`config.mk`:
```
export PLATFORM = sky130hd
export DESIGN_NAME = range_delta_table_unit
export DESIGN_NICKNAME = d
export VERILOG_FILES = /design/src/rdt_pkg.sv /design/src/rdt_ram.sv /design/src/rdt_ctrl.sv /design/src/range_delta_table_unit.sv
export SDC_FILE = /design/constraint.sdc
export NUM_CORES = 2
export LEC_CHECK = 0
export ABC_AREA = 1
export BUFFER_PORTS_ARGS = -buffer_cell sky130_fd_sc_hd__buf_2
export CAP_MARGIN = 20
export CORE_MARGIN = 2
export CORE_UTILIZATION = 60
export CTS_CLUSTER_DIAMETER = 80
export DETAILED_ROUTE_END_ITERATION = 12
export PLACE_DENSITY_LB_ADDON = 0.2
export SYNTH_ARGS = -nofsm -noshare
export SYNTH_HDL_FRONTEND = slang
export SYNTH_HIERARCHICAL = 1
export SYNTH_SLANG_ARGS = --single-unit
```
`constraint.sdc`:
```
create_clock -name clk_i -period 15.7 [get_ports clk_i]
set_clock_uncertainty 0.05 [all_clocks]
set_input_delay 1.57 -clock clk_i [delete_from_list [all_inputs] [get_ports clk_i]]
set_output_delay 1.57 -clock clk_i [all_outputs]
set_load 0.005 [all_outputs]
```
`src/rdt_pkg.sv`:
```
package rdt_pkg;

  // Default number of table entries.
  localparam int unsigned TableDepth = 64;

  // Operation codes carried on the mode field.
  localparam logic [1:0] MODE_CLEAR  = 2'd0;
  localparam logic [1:0] MODE_ADD    = 2'd1;
  localparam logic [1:0] MODE_LOOKUP = 2'd2;

  // Status codes returned with every result.
  localparam logic [1:0] ST_OK    = 2'd0;
  localparam logic [1:0] ST_FULL  = 2'd1;
  localparam logic [1:0] ST_ORDER = 2'd2;

  // One table entry as held in the memory.
  typedef struct packed {
    logic [15:0] bound;
    logic [15:0] delta;
  } entry_t;

  // One result passed from the controller to the output register.
  typedef struct packed {
    logic [15:0] delta;
    logic [1:0]  status;
  } res_t;

endpackage

```
`src/rdt_ram.sv`:
```
module rdt_ram #(
  parameter int unsigned WIDTH = 32,
  parameter int unsigned DEPTH = rdt_pkg::TableDepth
) (
  input  logic                     clk_i,
  input  logic                     we_i,
  input  logic [$clog2(DEPTH)-1:0] waddr_i,
  input  logic [WIDTH-1:0]         wdata_i,
  input  logic                     re_i,
  input  logic [$clog2(DEPTH)-1:0] raddr_i,
  output logic [WIDTH-1:0]         rdata_o
);

  logic [WIDTH-1:0] mem_q [DEPTH];
  logic [WIDTH-1:0] rdata_q;

  // Single write port and a registered read port.
  always_ff @(posedge clk_i) begin
    if (we_i) begin
      mem_q[waddr_i] <= wdata_i;
    end
    if (re_i) begin
      rdata_q <= mem_q[raddr_i];
    end
  end

  assign rdata_o = rdata_q;

endmodule

```
`src/rdt_ctrl.sv`:
```
module rdt_ctrl #(
  parameter int unsigned TABLE_DEPTH = rdt_pkg::TableDepth,
  localparam int unsigned IdxW = $clog2(TABLE_DEPTH),
  localparam int unsigned CntW = $clog2(TABLE_DEPTH + 1)
) (
  input  logic                  clk_i,
  input  logic                  rst_ni,
  input  logic                  in_valid_i,
  output logic                  in_stall_o,
  input  logic [1:0]            mode_i,
  input  logic [15:0]           offset_i,
  input  logic [15:0]           delta_in_i,
  input  logic                  out_free_i,
  output logic                  res_valid_o,
  output rdt_pkg::res_t         res_o,
  output logic                  ram_we_o,
  output logic [IdxW-1:0]       ram_waddr_o,
  output rdt_pkg::entry_t       ram_wdata_o,
  output logic                  ram_re_o,
  output logic [IdxW-1:0]       ram_raddr_o,
  input  rdt_pkg::entry_t       ram_rdata_i
);

  typedef enum logic [3:0] {
    S_IDLE = 4'b0001,
    S_SRCH = 4'b0010,
    S_CMP  = 4'b0100,
    S_DONE = 4'b1000
  } state_e;

  state_e          state_q, state_d;
  logic [CntW-1:0] count_q, count_d;
  logic [15:0]     last_bound_q, last_bound_d;
  logic [15:0]     key_q, key_d;
  logic [CntW-1:0] lo_q, lo_d;
  logic [CntW-1:0] hi_q, hi_d;
  logic [CntW-1:0] mid_q, mid_d;
  rdt_pkg::res_t   res_q, res_d;
  logic [CntW:0]   mid_sum;
  logic            accept;

  assign accept     = in_valid_i && (state_q == S_IDLE);
  assign in_stall_o = (state_q != S_IDLE);
  assign mid_sum    = {1'b0, lo_q} + {1'b0, hi_q};

  // Memory ports: appends write at the fill count, the search reads at the midpoint.
  assign ram_waddr_o       = count_q[IdxW-1:0];
  assign ram_wdata_o.bound = offset_i;
  assign ram_wdata_o.delta = delta_in_i;
  assign ram_raddr_o       = mid_sum[IdxW:1];

  assign res_valid_o = (state_q == S_DONE) && out_free_i;
  assign res_o       = res_q;

  // Sequencer. One transaction is in flight at a time, so a search never
  // overlaps a write and the memory needs no forwarding.
  always_comb begin
    state_d      = state_q;
    count_d      = count_q;
    last_bound_d = last_bound_q;
    key_d        = key_q;
    lo_d         = lo_q;
    hi_d         = hi_q;
    mid_d        = mid_q;
    res_d        = res_q;
    ram_we_o     = 1'b0;
    ram_re_o     = 1'b0;

    unique case (state_q)
      S_IDLE: begin
        if (accept) begin
          res_d.delta  = '0;
          res_d.status = rdt_pkg::ST_OK;
          state_d      = S_DONE;
          case (mode_i)
            rdt_pkg::MODE_CLEAR: begin
              count_d = '0;
            end
            rdt_pkg::MODE_ADD: begin
              if (count_q == CntW'(TABLE_DEPTH)) begin
                res_d.status = rdt_pkg::ST_FULL;
              end else if ((count_q != '0) && (last_bound_q >= offset_i)) begin
                res_d.status = rdt_pkg::ST_ORDER;
              end else begin
                ram_we_o     = 1'b1;
                count_d      = count_q + CntW'(1);
                last_bound_d = offset_i;
              end
            end
            rdt_pkg::MODE_LOOKUP: begin
              key_d   = offset_i;
              lo_d    = '0;
              hi_d    = count_q;
              state_d = S_SRCH;
            end
            default: begin
            end
          endcase
        end
      end
      S_SRCH: begin
        // The interval [lo, hi) still holds candidates while it is not empty.
        if (lo_q == hi_q) begin
          state_d = S_DONE;
        end else begin
          ram_re_o = 1'b1;
          mid_d    = mid_sum[CntW:1];
          state_d  = S_CMP;
        end
      end
      S_CMP: begin
        // A bound at or below the key is the best match so far.
        if (ram_rdata_i.bound <= key_q) begin
          lo_d        = mid_q + CntW'(1);
          res_d.delta = ram_rdata_i.delta;
        end else begin
          hi_d = mid_q;
        end
        state_d = S_SRCH;
      end
      S_DONE: begin
        if (out_free_i) begin
          state_d = S_IDLE;
        end
      end
      default: begin
        state_d = S_IDLE;
      end
    endcase
  end

  // Control state.
  always_ff @(posedge clk_i or negedge rst_ni) begin
    if (!rst_ni) begin
      state_q <= S_IDLE;
      count_q <= '0;
    end else begin
      state_q <= state_d;
      count_q <= count_d;
    end
  end

  // Search and result registers.
  always_ff @(posedge clk_i) begin
    last_bound_q <= last_bound_d;
    key_q        <= key_d;
    lo_q         <= lo_d;
    hi_q         <= hi_d;
    mid_q        <= mid_d;
    res_q        <= res_d;
  end

endmodule

```
`src/range_delta_table_unit.sv`:
```
// Ordered offset remapping table. A clear empties the table, an add appends
// a (lower bound, delta) entry whose bound must be strictly above the last
// one, and a lookup returns the delta of the entry with the largest bound
// not above the offset, or zero. Every transaction gives exactly one result.
// Entries sit in a synchronous memory with one write and one read port. A
// lookup is a binary search: it is accepted in S_IDLE, each probe reads the
// memory in S_SRCH and compares in S_CMP, S_SRCH ends the search when it
// finds the interval empty, and S_DONE hands the result on. The input is
// held from acceptance until the result is handed on. Clear, add and unused
// modes go straight from S_IDLE to S_DONE. A result waits in an output
// register, and the next transaction is taken while it does; the hand-on
// state waits for as long as that register is held by a stalled result.
module range_delta_table_unit #(
  parameter int unsigned TABLE_DEPTH = rdt_pkg::TableDepth
) (
  input  logic               clk_i,
  input  logic               rst_ni,
  input  logic               in_valid_i,
  output logic               in_stall_o,
  input  logic [1:0]         mode_i,
  input  logic [15:0]        offset_i,
  input  logic signed [15:0] delta_in_i,
  output logic               out_valid_o,
  input  logic               out_stall_i,
  output logic signed [15:0] delta_out_o,
  output logic [1:0]         status_o
);

  localparam int unsigned IdxW = $clog2(TABLE_DEPTH);

  logic            out_valid_q, out_valid_d;
  rdt_pkg::res_t   out_res_q;
  logic            out_free;
  logic            res_valid;
  rdt_pkg::res_t   res;
  logic            ram_we;
  logic [IdxW-1:0] ram_waddr;
  rdt_pkg::entry_t ram_wdata;
  logic            ram_re;
  logic [IdxW-1:0] ram_raddr;
  rdt_pkg::entry_t ram_rdata;

  rdt_ctrl #(
    .TABLE_DEPTH(TABLE_DEPTH)
  ) u_ctrl (
    .clk_i       (clk_i),
    .rst_ni      (rst_ni),
    .in_valid_i  (in_valid_i),
    .in_stall_o  (in_stall_o),
    .mode_i      (mode_i),
    .offset_i    (offset_i),
    .delta_in_i  (delta_in_i),
    .out_free_i  (out_free),
    .res_valid_o (res_valid),
    .res_o       (res),
    .ram_we_o    (ram_we),
    .ram_waddr_o (ram_waddr),
    .ram_wdata_o (ram_wdata),
    .ram_re_o    (ram_re),
    .ram_raddr_o (ram_raddr),
    .ram_rdata_i (ram_rdata)
  );

  rdt_ram #(
    .WIDTH($bits(rdt_pkg::entry_t)),
    .DEPTH(TABLE_DEPTH)
  ) u_ram (
    .clk_i   (clk_i),
    .we_i    (ram_we),
    .waddr_i (ram_waddr),
    .wdata_i (ram_wdata),
    .re_i    (ram_re),
    .raddr_i (ram_raddr),
    .rdata_o (ram_rdata)
  );

  // Output register: free when empty or when its transaction completes now.
  assign out_free    = !out_valid_q || !out_stall_i;
  assign out_valid_d = res_valid || (out_valid_q && out_stall_i);

  always_ff @(posedge clk_i or negedge rst_ni) begin
    if (!rst_ni) begin
      out_valid_q <= 1'b0;
    end else begin
      out_valid_q <= out_valid_d;
    end
  end

  always_ff @(posedge clk_i) begin
    if (res_valid) begin
      out_res_q <= res;
    end
  end

  assign out_valid_o = out_valid_q;
  assign delta_out_o = out_res_q.delta;
  assign status_o    = out_res_q.status;

endmodule

```
### After elaboration in Yosys (flattened, before gate mapping)

Memories as Yosys holds them, arrays and structs flattened. A register that Yosys moved wholly into a read port is not among the register bits.
Cells that the tools add are included.

* word-level logic and storage cells: 92
* memory bits (writable): 2048
* memories: 1
* ROM bits: 0
* bits in latches: 0
* flip-flop bits (word level): 101
* output and inout bits: 20
* input bits: 38

Memory list
* u_ram.mem_q: depth 64, bits a word 32, rd ports 1, clocked after memory_dff 1, write ports 1, RTL line rdt_ram.sv:14 `logic [WIDTH-1:0] mem_q [DEPTH];`

* $mul: 0
* muxes and demuxes: 31
* shift operators: 0
* reduce and logical (&&, ||, !) cells: 22
* div/mod/pow operators: 0
* order comparisons: 2
* equality and inequality tests: 16
* bitwise gates (word level): 4
* $add $sub $neg: 3

Operators with widths (count)
* $mux 7: 8
* $pmux 7 s2: 3
* $pmux 16 s2: 1
* $mux 18: 1
* $ge 16x16->1: 1
* $le 16x16->1: 1
* $mux 16: 1
* $mux 4: 4
* $pmux 4 s4: 1
* $add 7x1->7 const B: 2
* $reduce_and 5->1: 2
* $mux 1: 9
* $add 7x7->8: 1
* $ne 2x2->1 const B: 4
* $reduce_and 4->1: 2
* $eq 7x7->1: 1
* $eq 7x7->1 const B: 1
* $reduce_bool 7->1: 1
* $mux 2: 3
* $ne 2x1->1 const B: 3
* $reduce_and 2->1: 3
* $reduce_and 3->1: 2
* $eq 4x1->1 const B: 1
* $eq 4x2->1 const B: 1
* other kinds (12): 21

### Logic depth before layout (Yosys ltp)

* depth after elaboration: 9
* depth in mapped cells: 18
* depth with buffers taken out: 16

### Modules after synthesis

Netlist, hierarchy kept.

By module, submodules not included
* rdt_ram: area each 83058.4 um^2, seq. area each 62459.9 um^2, cells an instance 6769, times used 1
* rdt_ctrl: area each 4657.0 um^2, seq. area each 2408.6 um^2, cells an instance 479, times used 1
* range_delta_table_unit: area each 581.8 um^2, seq. area each 565.5 um^2, cells an instance 22, times used 1

### Worst setup path after synthesis

No wires, ideal clock.

* path type: input to register
* start: input port offset_i[7]
* end: memory u_ram.mem_q[48][0] (enable)
* required time: 15148 ps
* stages on the path: 16
* path buffers: 1
* slack: 8958 ps
* library setup time: 502 ps
* arrival: 6189 ps
* cell sequence: inv_1 -> ha_1 -> nand2_1 -> inv_1 -> nand2_1 -> nand2_1 -> nor2_1 -> nand2_1 -> nand2_1 -> nand2_1 -> nand2_1 -> nand2_1 -> nor2_1 -> clkbuf_1 -> nand4_1 -> nor4_1

* longest elaborated chain between the ends: 9

RTL lines
* start, declared: RTL line range_delta_table_unit.sv:21 `input logic [15:0] offset_i,`
* $ge 16x16->1: RTL line rdt_ctrl.sv:82 `end else if ((count_q != '0) && (last_bound_q >= offset_i)) begin`
* $logic_and 1x1->1: RTL line rdt_ctrl.sv:82
* $mux 1: RTL line rdt_ctrl.sv:82
* $mux 1: RTL line rdt_ctrl.sv:80 `if (count_q == CntW'(TABLE_DEPTH)) begin`
* $mux 1: RTL line rdt_ctrl.sv:75 `case (mode_i)`
* $mux 1: RTL line rdt_ctrl.sv:71 `if (accept) begin`
* $mux 1: RTL line rdt_ctrl.sv:69 `unique case (state_q)`
* net ram_we: RTL line range_delta_table_unit.sv:36 `logic ram_we;`
* $mux 1: RTL line rdt_ram.sv:19 `if (we_i) begin`
* $mux 1 (not written as such): RTL line rdt_ram.sv:20 `mem_q[waddr_i] <= wdata_i;`
* end, declared: RTL line rdt_ram.sv:14

The timed path passes the listed nets, and every way through them passes these cells.

### Final worst setup path

* start: register u_ctrl.lo_q[0]
* end: register u_ram.rdata_q[12] (netlist: u_ram/rdata_o[12]), read port of u_ram.mem_q, data pin

* elaborated cells on any way between the ends: 4
* those cells by class: 1 x add/sub; 1 x eq/ne; 2 x mux

RTL lines
* start, declared: RTL line rdt_ctrl.sv:35 `logic [CntW-1:0] lo_q, lo_d;`
* start signal, assigned: RTL line rdt_ctrl.sv:147 `lo_q <= lo_d;`
* $add 7x7->8: RTL line rdt_ctrl.sv:44 `assign mid_sum = {1'b0, lo_q} + {1'b0, hi_q};`
* net ram_raddr[1]: RTL line range_delta_table_unit.sv:40 `logic [IdxW-1:0] ram_raddr;`
* end, declared: RTL line rdt_ram.sv:15 `logic [WIDTH-1:0] rdata_q;`

The timed path passes the listed nets, and every way through them passes these cells.
A chain may end at the register's enable or synchronous reset.

==> metrics <==
outcome=finished clean; Hold Buf Count CTS=0; HP Class=flop to flop; initial antenna violation count=6; Net Count, Synth=~7.4k; Die X=~390 um; routed vias=around 57k; largest net degree at the start of global routing=219; worst-path fanout max=66; post-synth cell types=34; register bit total from synthesis=between 2k and 2.5k; Max H-tree Level=4; Final #Nets=7,242; Final Cycle Share=between 30% and 40%; number of synthesized flops with an enable pin=2,169; TritonCTS clock tree=done; area of the die=roughly 150,000 um^2; DRT iter0 DRCs=between 7k and 8k; I/O pin count=58; drt wl/cell=around 25 um; fill count=just over 10k; sequential cell area=~65,000 um^2; WL final=roughly 230,000 um; Setup CP Type=flop to flop; First-pass DRT Iterations=8; met1 Use GR=between 40% and 50%; Tot GR Track Use=a little under a third; Synth Area in Simple Gates=a little over a fifth; mux cell area share after synthesis=0%; CTS Buffer Depth=3; Yosys warning count=6; Most Used Layer, Global Route=met2; share of cells above drive strength 1=7.27%; main combinational cell family by area after synthesis=simple AND/OR/NAND/NOR gates; met2 GRT Util=about half; max-cap violations=0; top-count cell post-synth=nand2_1; Synth top cells by count=nand2_1, edfxtp_1, nand3_1; compound-gate portion of the synthesized area=less than 1%; hold_ws=375 ps; post-synth top area cell=edfxtp_1; Top FF cell, synth=edfxtp_1; worst slew pin tran=1290 ps; vias per inst=a little over 6; sequential area share after synthesis=between 70% and 80%; PostCTS Resize Cnt=0; Post-Synthesis Cells=between 7k and 8k; share of the synthesized area in the top cell type=between 70% and 80%; Final Slew Violations=0; CP endpoint kind=flop; Async S/R FF share, synth=0.550%; synthesized area=around 88,000 um^2; Post-DP HPWL=around 120,000 um; data arrival time of the worst path=around 6400 ps; Crit path required time=~16,000 ps; fmax=about 0.17 GHz; clk slew on worst S/H paths=~60 ps; Final Setup Violations=0; Adder-Cell Fraction of Synth Area=less than 1%; antenna-violating nets left=0; Post-CTS Setup Inserts=0; GP Congestion=0.910; drt drc=0; Fin Setup TNS=0 ps; startpoint types=flop; Fin. Hold Viols=0; Initial Utilization=60.5%; Root Driver=clkbuf_16; first-pass GRT wire length=342,000 um; Multi-input gate area=around 20,000 um^2; vias in the first global route=53.3k; CTS Sinks=approximately 2.2k; RSZ-0062 raised after global routing=no; Clock Latency Late Sink=850 ps; Core ar.=~150,000 um^2; grt ovf=0; Die Y=388 um; Syn-to-layout area delta=9.34%; port bufs=57; Synth area leaders=edfxtp_1, nand3_1, nand2_1; post-synthesis xor/xnor area fraction=less than 1%; Final min period=~5900 ps; CTS buffer count=approximately 210; GR Util met3=5.59%; row count=140; Max transition margin=14.0%; synthesized area per cell=12.1 um^2
layout by cell type (no fill, tap or decap), types with 42 or more instances in the layout:
cell type / n
ha_1: 42
nor2_4: 58
nand2_1: 2317
nand3_1: 1924
edfxtp_1: 2169
inv_1: 95
clkbuf_1: 59
nor2_1: 42
clkbuf_16: 214
buf_4: 111
buf_2: 46
clkinv_1: 54
cells by family (layout without fill, tap and decap cells):
kind of cell               after synthesis  count (layout)
buffers and inverters                  602             660
other                                    0               1
DFF                                   2181            2181
and+or+nand+nor                       4387            4387
adders and majority gates               43              43
xor gates and xnor gates                 5               5
AOI/OAI and AO/OA                       52              52
final timing paths:
path | startpoint | endpoint | slack [ps] | depth (start not counted)
worst max-delay path | u_ctrl/lo_q[0]$_SDFFCE_PN0P_ | u_ram/rdata_o[12]$_DFFE_PP_ | 9820 | 15
max in group asynchronous | rst_ni | u_ctrl/state_q[0]$_DFFE_PN1P_ | 14720 | 1
worst min register to register | u_ctrl/res_o[17]$_DFFE_PP_ | delta_out_o[15]$_DFFE_PP_ | 370 | 0
min in group asynchronous | rst_ni | out_valid_o$_DFF_PN0_ | 590 | 1
worst max register to register | u_ctrl/lo_q[0]$_SDFFCE_PN0P_ | u_ram/rdata_o[12]$_DFFE_PP_ | 9820 | 15
worst min-delay path | u_ctrl/res_o[17]$_DFFE_PP_ | delta_out_o[15]$_DFFE_PP_ | 370 | 0
final cells by class:
cell class / count / area share (%)
repair buffers: 176 / 1.51
diodes: 1 / 0.00259
inverters: 106 / 0.457
multi-input cells: 4487 / 21.2
flip-flops and latches: 2181 / 67.8
clock buffers: 273 / 5.78
well taps: 1917 / 2.48
clock inverters: 105 / 0.831
per-layer routing:
metal | up-vias | share of wire (%)
li1 | 25550 | -
met1 | 27995 | 38
met2 | 3145 | 48
met3 | 449 | 10
met4 | 2 | 3.8
met5 | - | 0.0061
sequential cells by signal, summed over array words and instances (netlist names):
register             count
delta_out_o             16
u_ctrl/hi_q              7
u_ctrl/state_q           4
out_valid_o              1
u_ctrl/last_bound_q     16
u_ram/rdata_o           32
u_ctrl/mid_q             7
u_ctrl/count_q           7
status_o                 2
u_ctrl/res_o            18
u_ctrl/lo_q              7
u_ctrl/key_q            16
u_ram/mem_q           2048
worst max-delay path, cell delays in order (launching register included):
cell and delay (ps):
edfxtp_1 320, ha_1 170, inv_1 60, fa_1 430, xnor2_2 290, buf_4 560, buf_4 770, buf_4 740
buf_4 790, nand3_1 170, nand3_1 170, nand3_1 220, nand3_1 220, nand2_1 240, nand2_1 230, nand2_1 70
stage by stage:
| stage | utilization [%] | instances | cell area (um^2) | setup slack (ps) |
|---|---|---|---|---|
| 2_1_floorplan | - | 7270 | 88300 | 8960 |
| 3_3_place_gp | 61.6 | 8854 | 89900 | 9060 |
| 3_5_place_dp | 61.6 | 8857 | 90000 | 9030 |
| 4_1_cts | 66.0 | 9235 | 96300 | 9930 |
| 5_1_grt | 66.2 | 9245 | 96500 | 9580 |
| 6_report | 66.2 | 9246 | 96500 | 9820 |
Power is not shown: default switching activity piles up to over one toggle a cycle in this logic, so the estimate is an artifact.
